[src/sv/b64d_pkg.sv]
// ----------------------------------------------------------------------------
// b64d_pkg
// Types, character constants and the sextet lookup shared by the decoder.
// ----------------------------------------------------------------------------
package b64d_pkg;

	localparam logic [7:0] CHAR_LF  = 8'h0A;
	localparam logic [7:0] CHAR_CR  = 8'h0D;
	localparam logic [7:0] CHAR_PAD = 8'h3D;

	localparam int unsigned MAX_RESULTS = 4;

	typedef enum logic [1:0] {
		STATUS_OK         = 2'd0,
		STATUS_BAD_LENGTH = 2'd1,
		STATUS_NOT_WHOLE  = 2'd2
	} status_t;

	typedef struct packed {
		logic [7:0] data_byte;
		logic       byte_present;
		logic       final_result;
		logic [1:0] status;
	} result_t;

	typedef struct packed {
		result_t [MAX_RESULTS-1:0] entry;
		logic [2:0]                count;
	} bundle_t;

	function automatic logic [5:0] sextet_of(input logic [7:0] c);
		logic [7:0] v;
		v = 8'd0;
		if (c >= 8'h41 && c <= 8'h5A) begin
			v = c - 8'h41;
		end else if (c >= 8'h61 && c <= 8'h7A) begin
			v = c - 8'h61 + 8'd26;
		end else if (c >= 8'h30 && c <= 8'h39) begin
			v = c - 8'h30 + 8'd52;
		end else if (c == 8'h2B) begin
			v = 8'd62;
		end else if (c == 8'h2F) begin
			v = 8'd63;
		end
		return v[5:0];
	endfunction

endpackage

[src/sv/b64d_core.sv]
// ----------------------------------------------------------------------------
// b64d_core
// Group assembly state and per-character result bundle generation.
// ----------------------------------------------------------------------------
module b64d_core (
	input  logic              clk,
	input  logic              arst_n,
	input  logic              accept,
	input  logic [7:0]        char_code,
	input  logic              stream_end,
	output b64d_pkg::bundle_t bundle
);

	logic [1:0]  gp_q;
	logic [17:0] acc_q;
	logic        twp_q;
	logic [23:0] hg_q;
	logic [1:0]  hpc_q;
	logic        hv_q;

	logic [1:0]  gp_n;
	logic [17:0] acc_n;
	logic        twp_n;
	logic [23:0] hg_n;
	logic [1:0]  hpc_n;
	logic        hv_n;

	logic        counted;
	logic        pad;
	logic [5:0]  v;
	logic        rel;
	logic [2:0]  good_count;
	logic [1:0]  good_status;
	logic [23:0] grp;
	b64d_pkg::result_t bare;

	assign counted = (char_code != b64d_pkg::CHAR_LF) && (char_code != b64d_pkg::CHAR_CR);
	assign pad     = (char_code == b64d_pkg::CHAR_PAD);
	assign v       = b64d_pkg::sextet_of(char_code);
	assign rel     = counted && hv_q;

	always_comb begin
		gp_n  = gp_q;
		acc_n = acc_q;
		twp_n = twp_q;
		hg_n  = hg_q;
		hpc_n = hpc_q;
		hv_n  = hv_q;
		if (counted) begin
			if (hv_q) begin
				hv_n = 1'b0;
			end
			if (gp_q != 2'd3) begin
				acc_n = {acc_q[11:0], v};
				if (gp_q == 2'd2) begin
					twp_n = pad;
				end
				gp_n = gp_q + 2'd1;
			end else begin
				hg_n  = {acc_q, v};
				hpc_n = {1'b0, pad} + {1'b0, twp_q};
				hv_n  = 1'b1;
				gp_n  = 2'd0;
				acc_n = 18'd0;
				twp_n = 1'b0;
			end
		end
	end

	always_comb begin
		bare.data_byte    = 8'd0;
		bare.byte_present = 1'b0;
		bare.final_result = 1'b1;
		bare.status       = b64d_pkg::STATUS_BAD_LENGTH;

		good_count  = 3'd3 - {1'b0, hpc_n};
		if (good_count == 3'd0) begin
			good_count = 3'd1;
		end
		good_status = (hpc_n != 2'd0) ? b64d_pkg::STATUS_NOT_WHOLE : b64d_pkg::STATUS_OK;
		grp = rel ? hg_q : hg_n;

		for (int i = 0; i < 3; i++) begin
			bundle.entry[i].data_byte    = grp[23-8*i -: 8];
			bundle.entry[i].byte_present = 1'b1;
			bundle.entry[i].final_result = 1'b0;
			bundle.entry[i].status       = b64d_pkg::STATUS_OK;
		end
		bundle.entry[3] = bare;
		bundle.count    = 3'd0;

		if (rel) begin
			bundle.count = stream_end ? 3'd4 : 3'd3;
		end else if (stream_end) begin
			if (gp_n != 2'd0 || !hv_n) begin
				bundle.entry[0] = bare;
				bundle.count    = 3'd1;
			end else begin
				bundle.count = good_count;
				for (int i = 0; i < 3; i++) begin
					if (good_count == 3'(i + 1)) begin
						bundle.entry[i].final_result = 1'b1;
						bundle.entry[i].status       = good_status;
					end
				end
			end
		end
	end

	always_ff @(posedge clk or negedge arst_n) begin
		if (!arst_n) begin
			gp_q  <= 2'd0;
			acc_q <= 18'd0;
			twp_q <= 1'b0;
			hg_q  <= 24'd0;
			hpc_q <= 2'd0;
			hv_q  <= 1'b0;
		end else if (accept) begin
			if (stream_end) begin
				gp_q  <= 2'd0;
				acc_q <= 18'd0;
				twp_q <= 1'b0;
				hg_q  <= 24'd0;
				hpc_q <= 2'd0;
				hv_q  <= 1'b0;
			end else begin
				gp_q  <= gp_n;
				acc_q <= acc_n;
				twp_q <= twp_n;
				hg_q  <= hg_n;
				hpc_q <= hpc_n;
				hv_q  <= hv_n;
			end
		end
	end

`ifndef SYNTHESIS
	a_held_only_on_boundary: assert property (@(posedge clk) disable iff (!arst_n)
		hv_q |-> gp_q != 2'd3)
		else $error("held group with full open group");
	a_pad_count_range: assert property (@(posedge clk) disable iff (!arst_n)
		hpc_q != 2'd3)
		else $error("pad count out of range");
	a_end_clears: assert property (@(posedge clk) disable iff (!arst_n)
		accept && stream_end |=> gp_q == 2'd0 && !hv_q)
		else $error("state not cleared after stream end");
`endif

endmodule

[src/sv/b64d_serializer.sv]
// ----------------------------------------------------------------------------
// b64d_serializer
// Result register that hands out a bundle one result per transfer.
// ----------------------------------------------------------------------------
module b64d_serializer (
	input  logic              clk,
	input  logic              arst_n,
	input  logic              load,
	input  b64d_pkg::bundle_t bundle,
	output logic              can_load,
	output logic              out_valid,
	input  logic              out_ready,
	output b64d_pkg::result_t result
);

	b64d_pkg::bundle_t bundle_s1;
	logic              valid_q;
	logic [1:0]        idx_q;
	logic              last;

	assign last      = (({1'b0, idx_q} + 3'd1) == bundle_s1.count);
	assign can_load  = !valid_q || (out_ready && last);
	assign out_valid = valid_q;
	assign result    = bundle_s1.entry[idx_q];

	always_ff @(posedge clk or negedge arst_n) begin
		if (!arst_n) begin
			valid_q <= 1'b0;
			idx_q   <= 2'd0;
		end else if (load) begin
			valid_q <= 1'b1;
			idx_q   <= 2'd0;
		end else if (valid_q && out_ready) begin
			if (last) begin
				valid_q <= 1'b0;
				idx_q   <= 2'd0;
			end else begin
				idx_q <= idx_q + 2'd1;
			end
		end
	end

	always_ff @(posedge clk) begin
		if (load) begin
			bundle_s1 <= bundle;
		end
	end

`ifndef SYNTHESIS
	a_count_nonzero: assert property (@(posedge clk) disable iff (!arst_n)
		valid_q |-> bundle_s1.count != 3'd0)
		else $error("empty bundle held");
	a_idx_in_range: assert property (@(posedge clk) disable iff (!arst_n)
		valid_q |-> {1'b0, idx_q} < bundle_s1.count)
		else $error("result index past bundle");
	a_load_when_free: assert property (@(posedge clk) disable iff (!arst_n)
		load |-> can_load)
		else $error("bundle overwritten");
	a_final_is_last: assert property (@(posedge clk) disable iff (!arst_n)
		valid_q && result.final_result |-> last)
		else $error("final result before end of bundle");
`endif

endmodule

[src/sv/base64_rgb_stream_decoder.sv]
// ----------------------------------------------------------------------------
// base64_rgb_stream_decoder
// Base64 character stream to byte stream decoder with end-of-stream status.
// ----------------------------------------------------------------------------
// One character can be taken every cycle. The results of a character (zero to
// four) are formed in the cycle it is taken and loaded into the output
// register, which sends one result per transfer from the next cycle on. A
// character that yields no result (most of them) is taken at once, even while
// earlier results are still being sent. A character that yields results
// (release of a held group, or the end of the stream) waits until the output
// register is empty or is sending its last result. With the output always
// ready a stream of four-character groups runs at one character per cycle;
// the input stalls only when a character with results arrives before the
// results of the previous such character are out, as with very short streams.
// Bytes leave before the final status; the consumer drops them when the
// status on the final result is not OK.
module base64_rgb_stream_decoder (
	input  logic       clk,
	input  logic       arst_n,
	input  logic       in_valid,
	output logic       in_ready,
	input  logic [7:0] char_code,
	input  logic       stream_end,
	output logic       out_valid,
	input  logic       out_ready,
	output logic [7:0] data_byte,
	output logic       byte_present,
	output logic       final_result,
	output logic [1:0] status
);

	logic              accept;
	logic              can_load;
	b64d_pkg::bundle_t bundle;
	b64d_pkg::result_t result;

	assign in_ready = can_load || (bundle.count == 3'd0);
	assign accept   = in_valid && in_ready;

	b64d_core u_core (
		.clk        (clk),
		.arst_n     (arst_n),
		.accept     (accept),
		.char_code  (char_code),
		.stream_end (stream_end),
		.bundle     (bundle)
	);

	b64d_serializer u_serializer (
		.clk       (clk),
		.arst_n    (arst_n),
		.load      (accept && (bundle.count != 3'd0)),
		.bundle    (bundle),
		.can_load  (can_load),
		.out_valid (out_valid),
		.out_ready (out_ready),
		.result    (result)
	);

	assign data_byte    = result.data_byte;
	assign byte_present = result.byte_present;
	assign final_result = result.final_result;
	assign status       = result.status;

endmodule

[config.mk]
export PLATFORM = sky130hd
export DESIGN_NAME = base64_rgb_stream_decoder
export DESIGN_NICKNAME = d
export VERILOG_FILES = /design/src/sv/b64d_pkg.sv /design/src/sv/b64d_core.sv /design/src/sv/b64d_serializer.sv /design/src/sv/base64_rgb_stream_decoder.sv
export SDC_FILE = /design/constraint.sdc
export NUM_CORES = 1
export LEC_CHECK = 0
export BUFFER_PORTS_ARGS = -buffer_cell sky130_fd_sc_hd__buf_2
export CAP_MARGIN = 20
export CORE_ASPECT_RATIO = 0.5
export CORE_MARGIN = 1.5
export CORE_UTILIZATION = 50
export CTS_CLUSTER_SIZE = 28
export DETAILED_ROUTE_END_ITERATION = 6
export PLACE_DENSITY = 0.8
export SLEW_MARGIN = 20
export SYNTH_ARGS = -nofsm -noshare
export SYNTH_HDL_FRONTEND = slang
export SYNTH_SLANG_ARGS = --single-unit
[constraint.sdc]
create_clock -name clk -period 2.6 [get_ports clk]
set_clock_uncertainty 0.05 [all_clocks]
set_input_delay 0.13 -clock clk [delete_from_list [all_inputs] [get_ports clk]]
set_output_delay 0.13 -clock clk [all_outputs]
set_load 0.005 [all_outputs]
* Word-level counts from Yosys, hierarchy flattened *
Cells that the tools add are included.

storage, ports and cells
  ROM bits = 0
  output and inout bits = 14
  register bits after elaboration = 88
  logic and storage cells = 127
  memories kept = 0
  bits in latches = 0
  input bits = 13
  memory bits (writable) = 0

operators by class
  $lt $le $gt $ge = 7
  equal/unequal tests = 12
  $add $sub $neg = 10
  div/mod/pow operators = 0
  $mul = 0
  multiplexer cells = 44
  bitwise gates (word level) = 4
  reduce and logical (&&, ||, !) cells = 30
  shifts and indexed selects = 0

operators with widths
  cell                 number
  $mux 24              4
  $mux 18              3
  $mux 6               6
  $bmux 12 s2          1
  $eq 8x6->1 const B   3
  $mux 12              2
  $mux 2               10
  $mux 3               6
  $ge 8x7->1 const B   2
  $le 8x7->1 const B   2
  $ne 8x4->1 const B   2
  $mux 15              1
  $reduce_or 4->1      3
  $sub 6x6->6 const B  2
  $mux 1               10
  $reduce_bool 2->1    5
  $logic_and 1x1->1    9
  $mux 9               1
  $ge 8x6->1 const B   1
  $le 8x6->1 const B   1
  $add 6x5->6 const B  1
  $add 6x6->6 const B  1
  $eq 3x2->1 const B   2
  $logic_not 3->1      2
  other kinds (19)     27

* Depth between registers and ports, before layout *
  word-level depth = 18
  depth in mapped cells = 10
  mapped depth without buffers = 8

* Modules after synthesis *
A second synthesis with hierarchy kept.

second synthesis, totals
  cell total of the unflattened synthesis = 459
  area total of the unflattened synthesis = 5276.3 um2

modules (own cells, without submodules)
  module                     area an instance (um2)  cells an instance  sequential area each (um2)  times used
  b64d_core                  3219.3                  370                1201.2                      1
  b64d_serializer            2025.7                  84                 1606.5                      1
  base64_rgb_stream_decoder  31.3                    5                  0.0                         1

* Worst setup path before layout *
OpenSTA, ideal clock, no wires.

  path kind = flip-flop to flip-flop
  from = register u_serializer.idx_q[0]
  to = register u_serializer.bundle_s1[0] in the netlist's numbering, enable pin
  library setup time = 0.398 ns
  arrival time = 2.159 ns
  path slack = -0.007 ns
  clock period less this slack = 2.607 ns
  data required time = 2.152 ns
  stages on the path, launching flop included = 5
  buffers on the path = 0
  cells stage by stage = dfrtp_1 ha_1 xor2_1 o41ai_2 and3_1

on the way
  longest elaborated chain between the ends = 7

ends and longest elaborated chain
  element                 RTL line                         source
  start, declared         b64d_serializer.sv:18            logic [1:0] idx_q;
  start signal, assigned  b64d_serializer.sv:38            idx_q <= idx_q + 2'd1;
  $add 2x1->3             b64d_serializer.sv:21            assign last = (({1'b0, idx_q} + 3'd1) == bundle_s1.count);
  $eq 3x3->1              b64d_serializer.sv:21
  $logic_and 1x1->1       b64d_serializer.sv:22            assign can_load = !valid_q || (out_ready && last);
  $logic_or 1x1->1        b64d_serializer.sv:22
  $logic_or 1x1->1        base64_rgb_stream_decoder.sv:37  assign in_ready = can_load || (bundle.count == 3'd0);
  $logic_and 1x1->1       base64_rgb_stream_decoder.sv:38  assign accept = in_valid && in_ready;
  $logic_and 1x1->1       base64_rgb_stream_decoder.sv:52  .load (accept && (bundle.count != 3'd0)),
  net u_serializer.load   b64d_serializer.sv:8             input logic load,
  end signal, assigned    b64d_serializer.sv:45            bundle_s1 <= bundle;
  end, declared           b64d_serializer.sv:16            b64d_pkg::bundle_t bundle_s1;

The timed path passes the listed nets, and every way through them passes these cells.
A chain may end at the register's enable or synchronous reset.

* Final worst setup path *
  from = register u_serializer.idx_q[0]
  to = register u_core.acc_q[3]

on the way
  longest elaborated chain between the ends = 7

ends and longest elaborated chain
  element                            RTL line                         source
  $add 2x1->3                        b64d_serializer.sv:21
  $eq 3x3->1                         b64d_serializer.sv:21
  $logic_and 1x1->1                  b64d_serializer.sv:22
  $logic_or 1x1->1                   b64d_serializer.sv:22
  $logic_or 1x1->1                   base64_rgb_stream_decoder.sv:37
  $logic_and 1x1->1                  base64_rgb_stream_decoder.sv:38
  $reduce_and 2->1 (no source line)  --
  end signal, assigned               b64d_core.sv:128                 acc_q <= acc_n;
  end, declared                      b64d_core.sv:15                  logic [17:0] acc_q;

Every way passes these cells.

==> impl_metrics.py <==
metrics = {
    "status": {
        "outcome": "completed",
    },
    "pwr": {
        "switching_share": 0.315,
        "intPower_mw": 2.85,
        "ir_drop_uv": 460,
        "p_seq_frac": 0.419,
        "p_leak_nw": 2.20,
        "clockPowerShare": 0.303,
        "comb_power_share": 0.278,
        "power.density_nw_per_um2": 836,
        "power_mw": 4.17,
        "switching_power_mw": 1.31,
    },
    "setup_path": {
        "regToRegStartpoint": "u_serializer.idx_q[0]",
        "start_kind": "flop",
        "required_ns": 2.77,
        "crit_chain": "ha_1 -> xor2_1 -> o41ai_2 -> buf_4 -> o21a_1 -> o21ai_1 -> buf_4 -> a22o_2",
        "cpMostUsedCell": "buf_4",
        "crit_path_start": "u_serializer.idx_q[0]",
        "cp_slowest_stage_delay_ns": 0.40,
        "critPathMaxFanout": 20,
        "r2r-end": "u_core.acc_q[3]",
        "path_class": "reg2reg",
        "crit_slowest_cell": "dfrtp_1",
        "crit_end": "u_core.acc_q[3]",
        "crit_path_end_kind": "flop",
        "arrival_ns": 2.62,
        "worst_r2r_path_depth": 8,
        "reg2reg_slack_ns": 0.16,
    },
    "yosys": {
        "synth-seq-cells": 86,
        "ys.flop_type": "dfrtp_1",
        "synth_edf_count": 35,
        "synth_nets": 434,
        "yosysUniqueCellTypes": 57,
        "synth.yosys.seq_area_share": 0.539,
        "syn_area_um2": 4320,
        "yosysWarnings": 0,
        "syn_area_per_cell_um2": 10.6,
        "async_flop_share": 0.593,
        "synthCells": 408,
    },
    "route": {
        "wl_per_cell_um": 17.7,
        "via_per_inst": 5.90,
        "totalWireLength_um": 9970,
        "drt_iter0_drc": 329,
        "top_layer": "met4",
        "via_count": 3316,
        "antenna_left": 0,
        "first_pass_iters": 5,
        "met3_length_um": 740,
        "drc": 0,
        "wl_met1_um": 4680,
        "wl_met2_um": 4470,
    },
    "finish": {
        "area_growth_pct": 15.4,
        "seqCellArea_um2": 2330,
        "multi_input_area_um2": 1840,
        "drive_gt1_frac": 0.189,
        "finalNetCount": 471,
        "fillers": 665,
        "fin_util": 0.610,
        "fin_area_um2": 4980,
        "n_antenna_cell": 0,
    },
    "clocking": {
        "cts_made_buffers": 9,
        "path_clk_slew_ns": 0.06,
        "clkSinkCount": 86,
        "htree_levels": 3,
        "cts_tree": "yes",
        "clockBufferDepth": 2,
        "root_buffer": "clkbuf_16",
        "clk_latency_ns": 0.33,
    },
    "die": {
        "core-area_um2": 8170,
        "num_rows": 23,
        "dieHeight_um": 68.7,
        "ios": 27,
        "die_x_um": 134,
        "initial_core_util": 0.528,
        "die-area_um2": 9240,
    },
    "timing": {
        "slew_headroom": 0.595,
        "fin_crit_sh": 0.940,
        "worst_pin_slew_ns": 0.606,
        "drv_slew": 0,
        "fin_crit_ns": 2.44,
        "finalHoldViolations": 0,
        "max_freq_mhz": 409,
        "setup_viol": 0,
        "rsz0062_at_grt": "no",
        "fin_tns_setup_ns": 0,
    },
    "global_route": {
        "grt_usage": 0.234,
        "grt_pass1_wl_um": 16200,
        "antenna_found_initial": 0,
        "grt.overflow.total": 0,
        "grt_pass1_vias": 3017,
        "grt_max_degree": 37,
    },
    "min_path": {
        "min_path_type": "in2reg",
    },
    "placement": {
        "portBuffers": 26,
        "gp_congestion": 0.888,
        "postPlaceCellArea_um2": 4670,
        "dp_hpwl_um": 6710,
    },
    "job": {
        "cap_violations": 0,
    },
}
-- flip-flops by register name, indices dropped and copies added, names as in the netlist --
| register | flops |
|---|---|
| u_core.twp_q | 1 |
| u_core.acc_q | 18 |
| u_core.gp_q | 2 |
| u_serializer.out_valid | 1 |
| u_serializer.bundle_s1 | 35 |
| u_core.hg_q | 24 |
| u_core.hpc_q | 2 |
| u_serializer.idx_q | 2 |
| u_core.hv_q | 1 |
-- synth_stat cells (all sizes together) (2+ instances only) --
library cell   n  area [um2]
nor2          19        73.8
o2bb2ai        2        36.3
mux2i         10         100
nor3b          2        15.0
and2           4        26.3
buf           12        72.6
or2            3        18.8
nand3         11        55.1
a21oi         17        88.8
and3           6        37.5
a22o          39         344
a221o          2        20.0
ha            13         163
nand2         85         319
mux2           4        48.8
a21o           5        37.5
a211oi         2        15.0
nor2b          5        31.3
nor3           4        20.0
clkbuf        11        41.3
edfxtp        35        1050
o31ai          2        15.0
o21ai         22         110
xor2           2        17.5
dfrtp         51        1280
a31oi          2        12.5
a32o           2        20.0
inv           12        45.0
nand4b         2        17.5
nand4          3        18.8
-- layout by cell type, fill, tap and decap left out, types with 2 or more instances in the layout --
| cell type | n |
|---|---|
| nand2_1 | 85 |
| dfrtp_1 | 51 |
| a22o_1 | 37 |
| edfxtp_1 | 35 |
| buf_2 | 26 |
| buf_4 | 20 |
| o21ai_0 | 19 |
| nor2_1 | 18 |
| a21oi_1 | 15 |
| ha_1 | 13 |
| inv_1 | 12 |
| nand3_1 | 11 |
| mux2i_1 | 10 |
| clkbuf_16 | 9 |
| nor2b_1 | 5 |
| and3_1 | 5 |
| a21o_1 | 5 |
| nor3_1 | 4 |
| and2_1 | 3 |
| or2_2 | 3 |
| nand4_1 | 3 |
| mux2_2 | 3 |
| o21ai_1 | 3 |
| a21oi_2 | 2 |
| nand4b_1 | 2 |
| a221o_1 | 2 |
| nor3b_1 | 2 |
| a31oi_1 | 2 |
| o31ai_1 | 2 |
| xor2_1 | 2 |
| a211oi_1 | 2 |
| a32o_1 | 2 |
| a22o_2 | 2 |
| clkinv_2 | 2 |
| buf_12 | 2 |
-- cell families after synthesis --
kind of cell	share of synthesized area
buffers and inverters	0.0368
AND/OR/NAND/NOR	0.158
adder cells (fa/ha/maj)	0.0377
AO/OA/AOI/OAI	0.187
flip-flops	0.539
XOR/XNOR	0.00609
other	0.000868
multiplexers	0.0345
-- worst max-delay path: cells and delay by family, from the launching register on --
kind / cells / cell delay (ns)
flip-flops: 1 / 0.40
buffers and inverters: 2 / 0.43
XOR/XNOR: 1 / 0.19
adder cells (fa/ha/maj): 1 / 0.32
AO/OA/AOI/OAI: 4 / 0.93
-- power by group through the flow --
stage          registers, mW  clock network [mW]  logic (mW)
6_report                1.74                1.26        1.16
5_1_grt                 1.76                1.34        1.28
4_1_cts                 1.74                1.28        1.15
3_5_place_dp            1.76                   0        1.14
3_3_place_gp            1.76                   0        1.11
2_1_floorplan           1.72                   0       0.736
-- through the flow --
stage                     instances  hold slack, ns  worst slack (ns)
after global routing            562           0.101            0.0715
after floorplan                 408          -0.216             0.370
after CTS                       562          0.0623             0.189
final                           562          0.0737             0.155
after detailed placement        545           0.112           0.00172
after global placement          545           0.109            0.0364
-- routing by layer --
metal	vias up	track usage
met5	-	0
met4	0	0.0618
met3	11	0.0585
met2	130	0.362
met1	1627	0.332
li1	1548	-
-- timing repair --
| item | CTS | global route |
|---|---|---|
| setup buffers | 0 | 0 |
| resized for setup | 1 | 0 |
| endpoints found under the setup margin | 14 | 0 |
| hold buffers | 1 | 0 |
| hold endpoints to repair | 23 | 0 |
-- cell type report --
cell class,count,area share
clock inverter,5,0.0113
clock buffer,11,0.0487
tap,112,0.0281
sequential,86,0.467
multi-input combinational,287,0.370
timing repair buffer,49,0.0663
inverter,12,0.00904
-- worst min-delay path by stage --
stage / cells past startpoint / slack [ns] / start / to
after floorplan: 0 / -0.22 / arst_n / u_core.acc_q[0]
after global placement: 1 / 0.11 / arst_n / u_core.twp_q
after detailed placement: 1 / 0.11 / arst_n / u_core.gp_q[0]
after CTS: 3 / 0.06 / in_valid / u_core.hpc_q[0]
after global routing: 3 / 0.10 / in_valid / u_core.hpc_q[0]
final: 3 / 0.07 / in_valid / u_core.hpc_q[0]
Note: power is estimated with default switching activity, not from simulation.
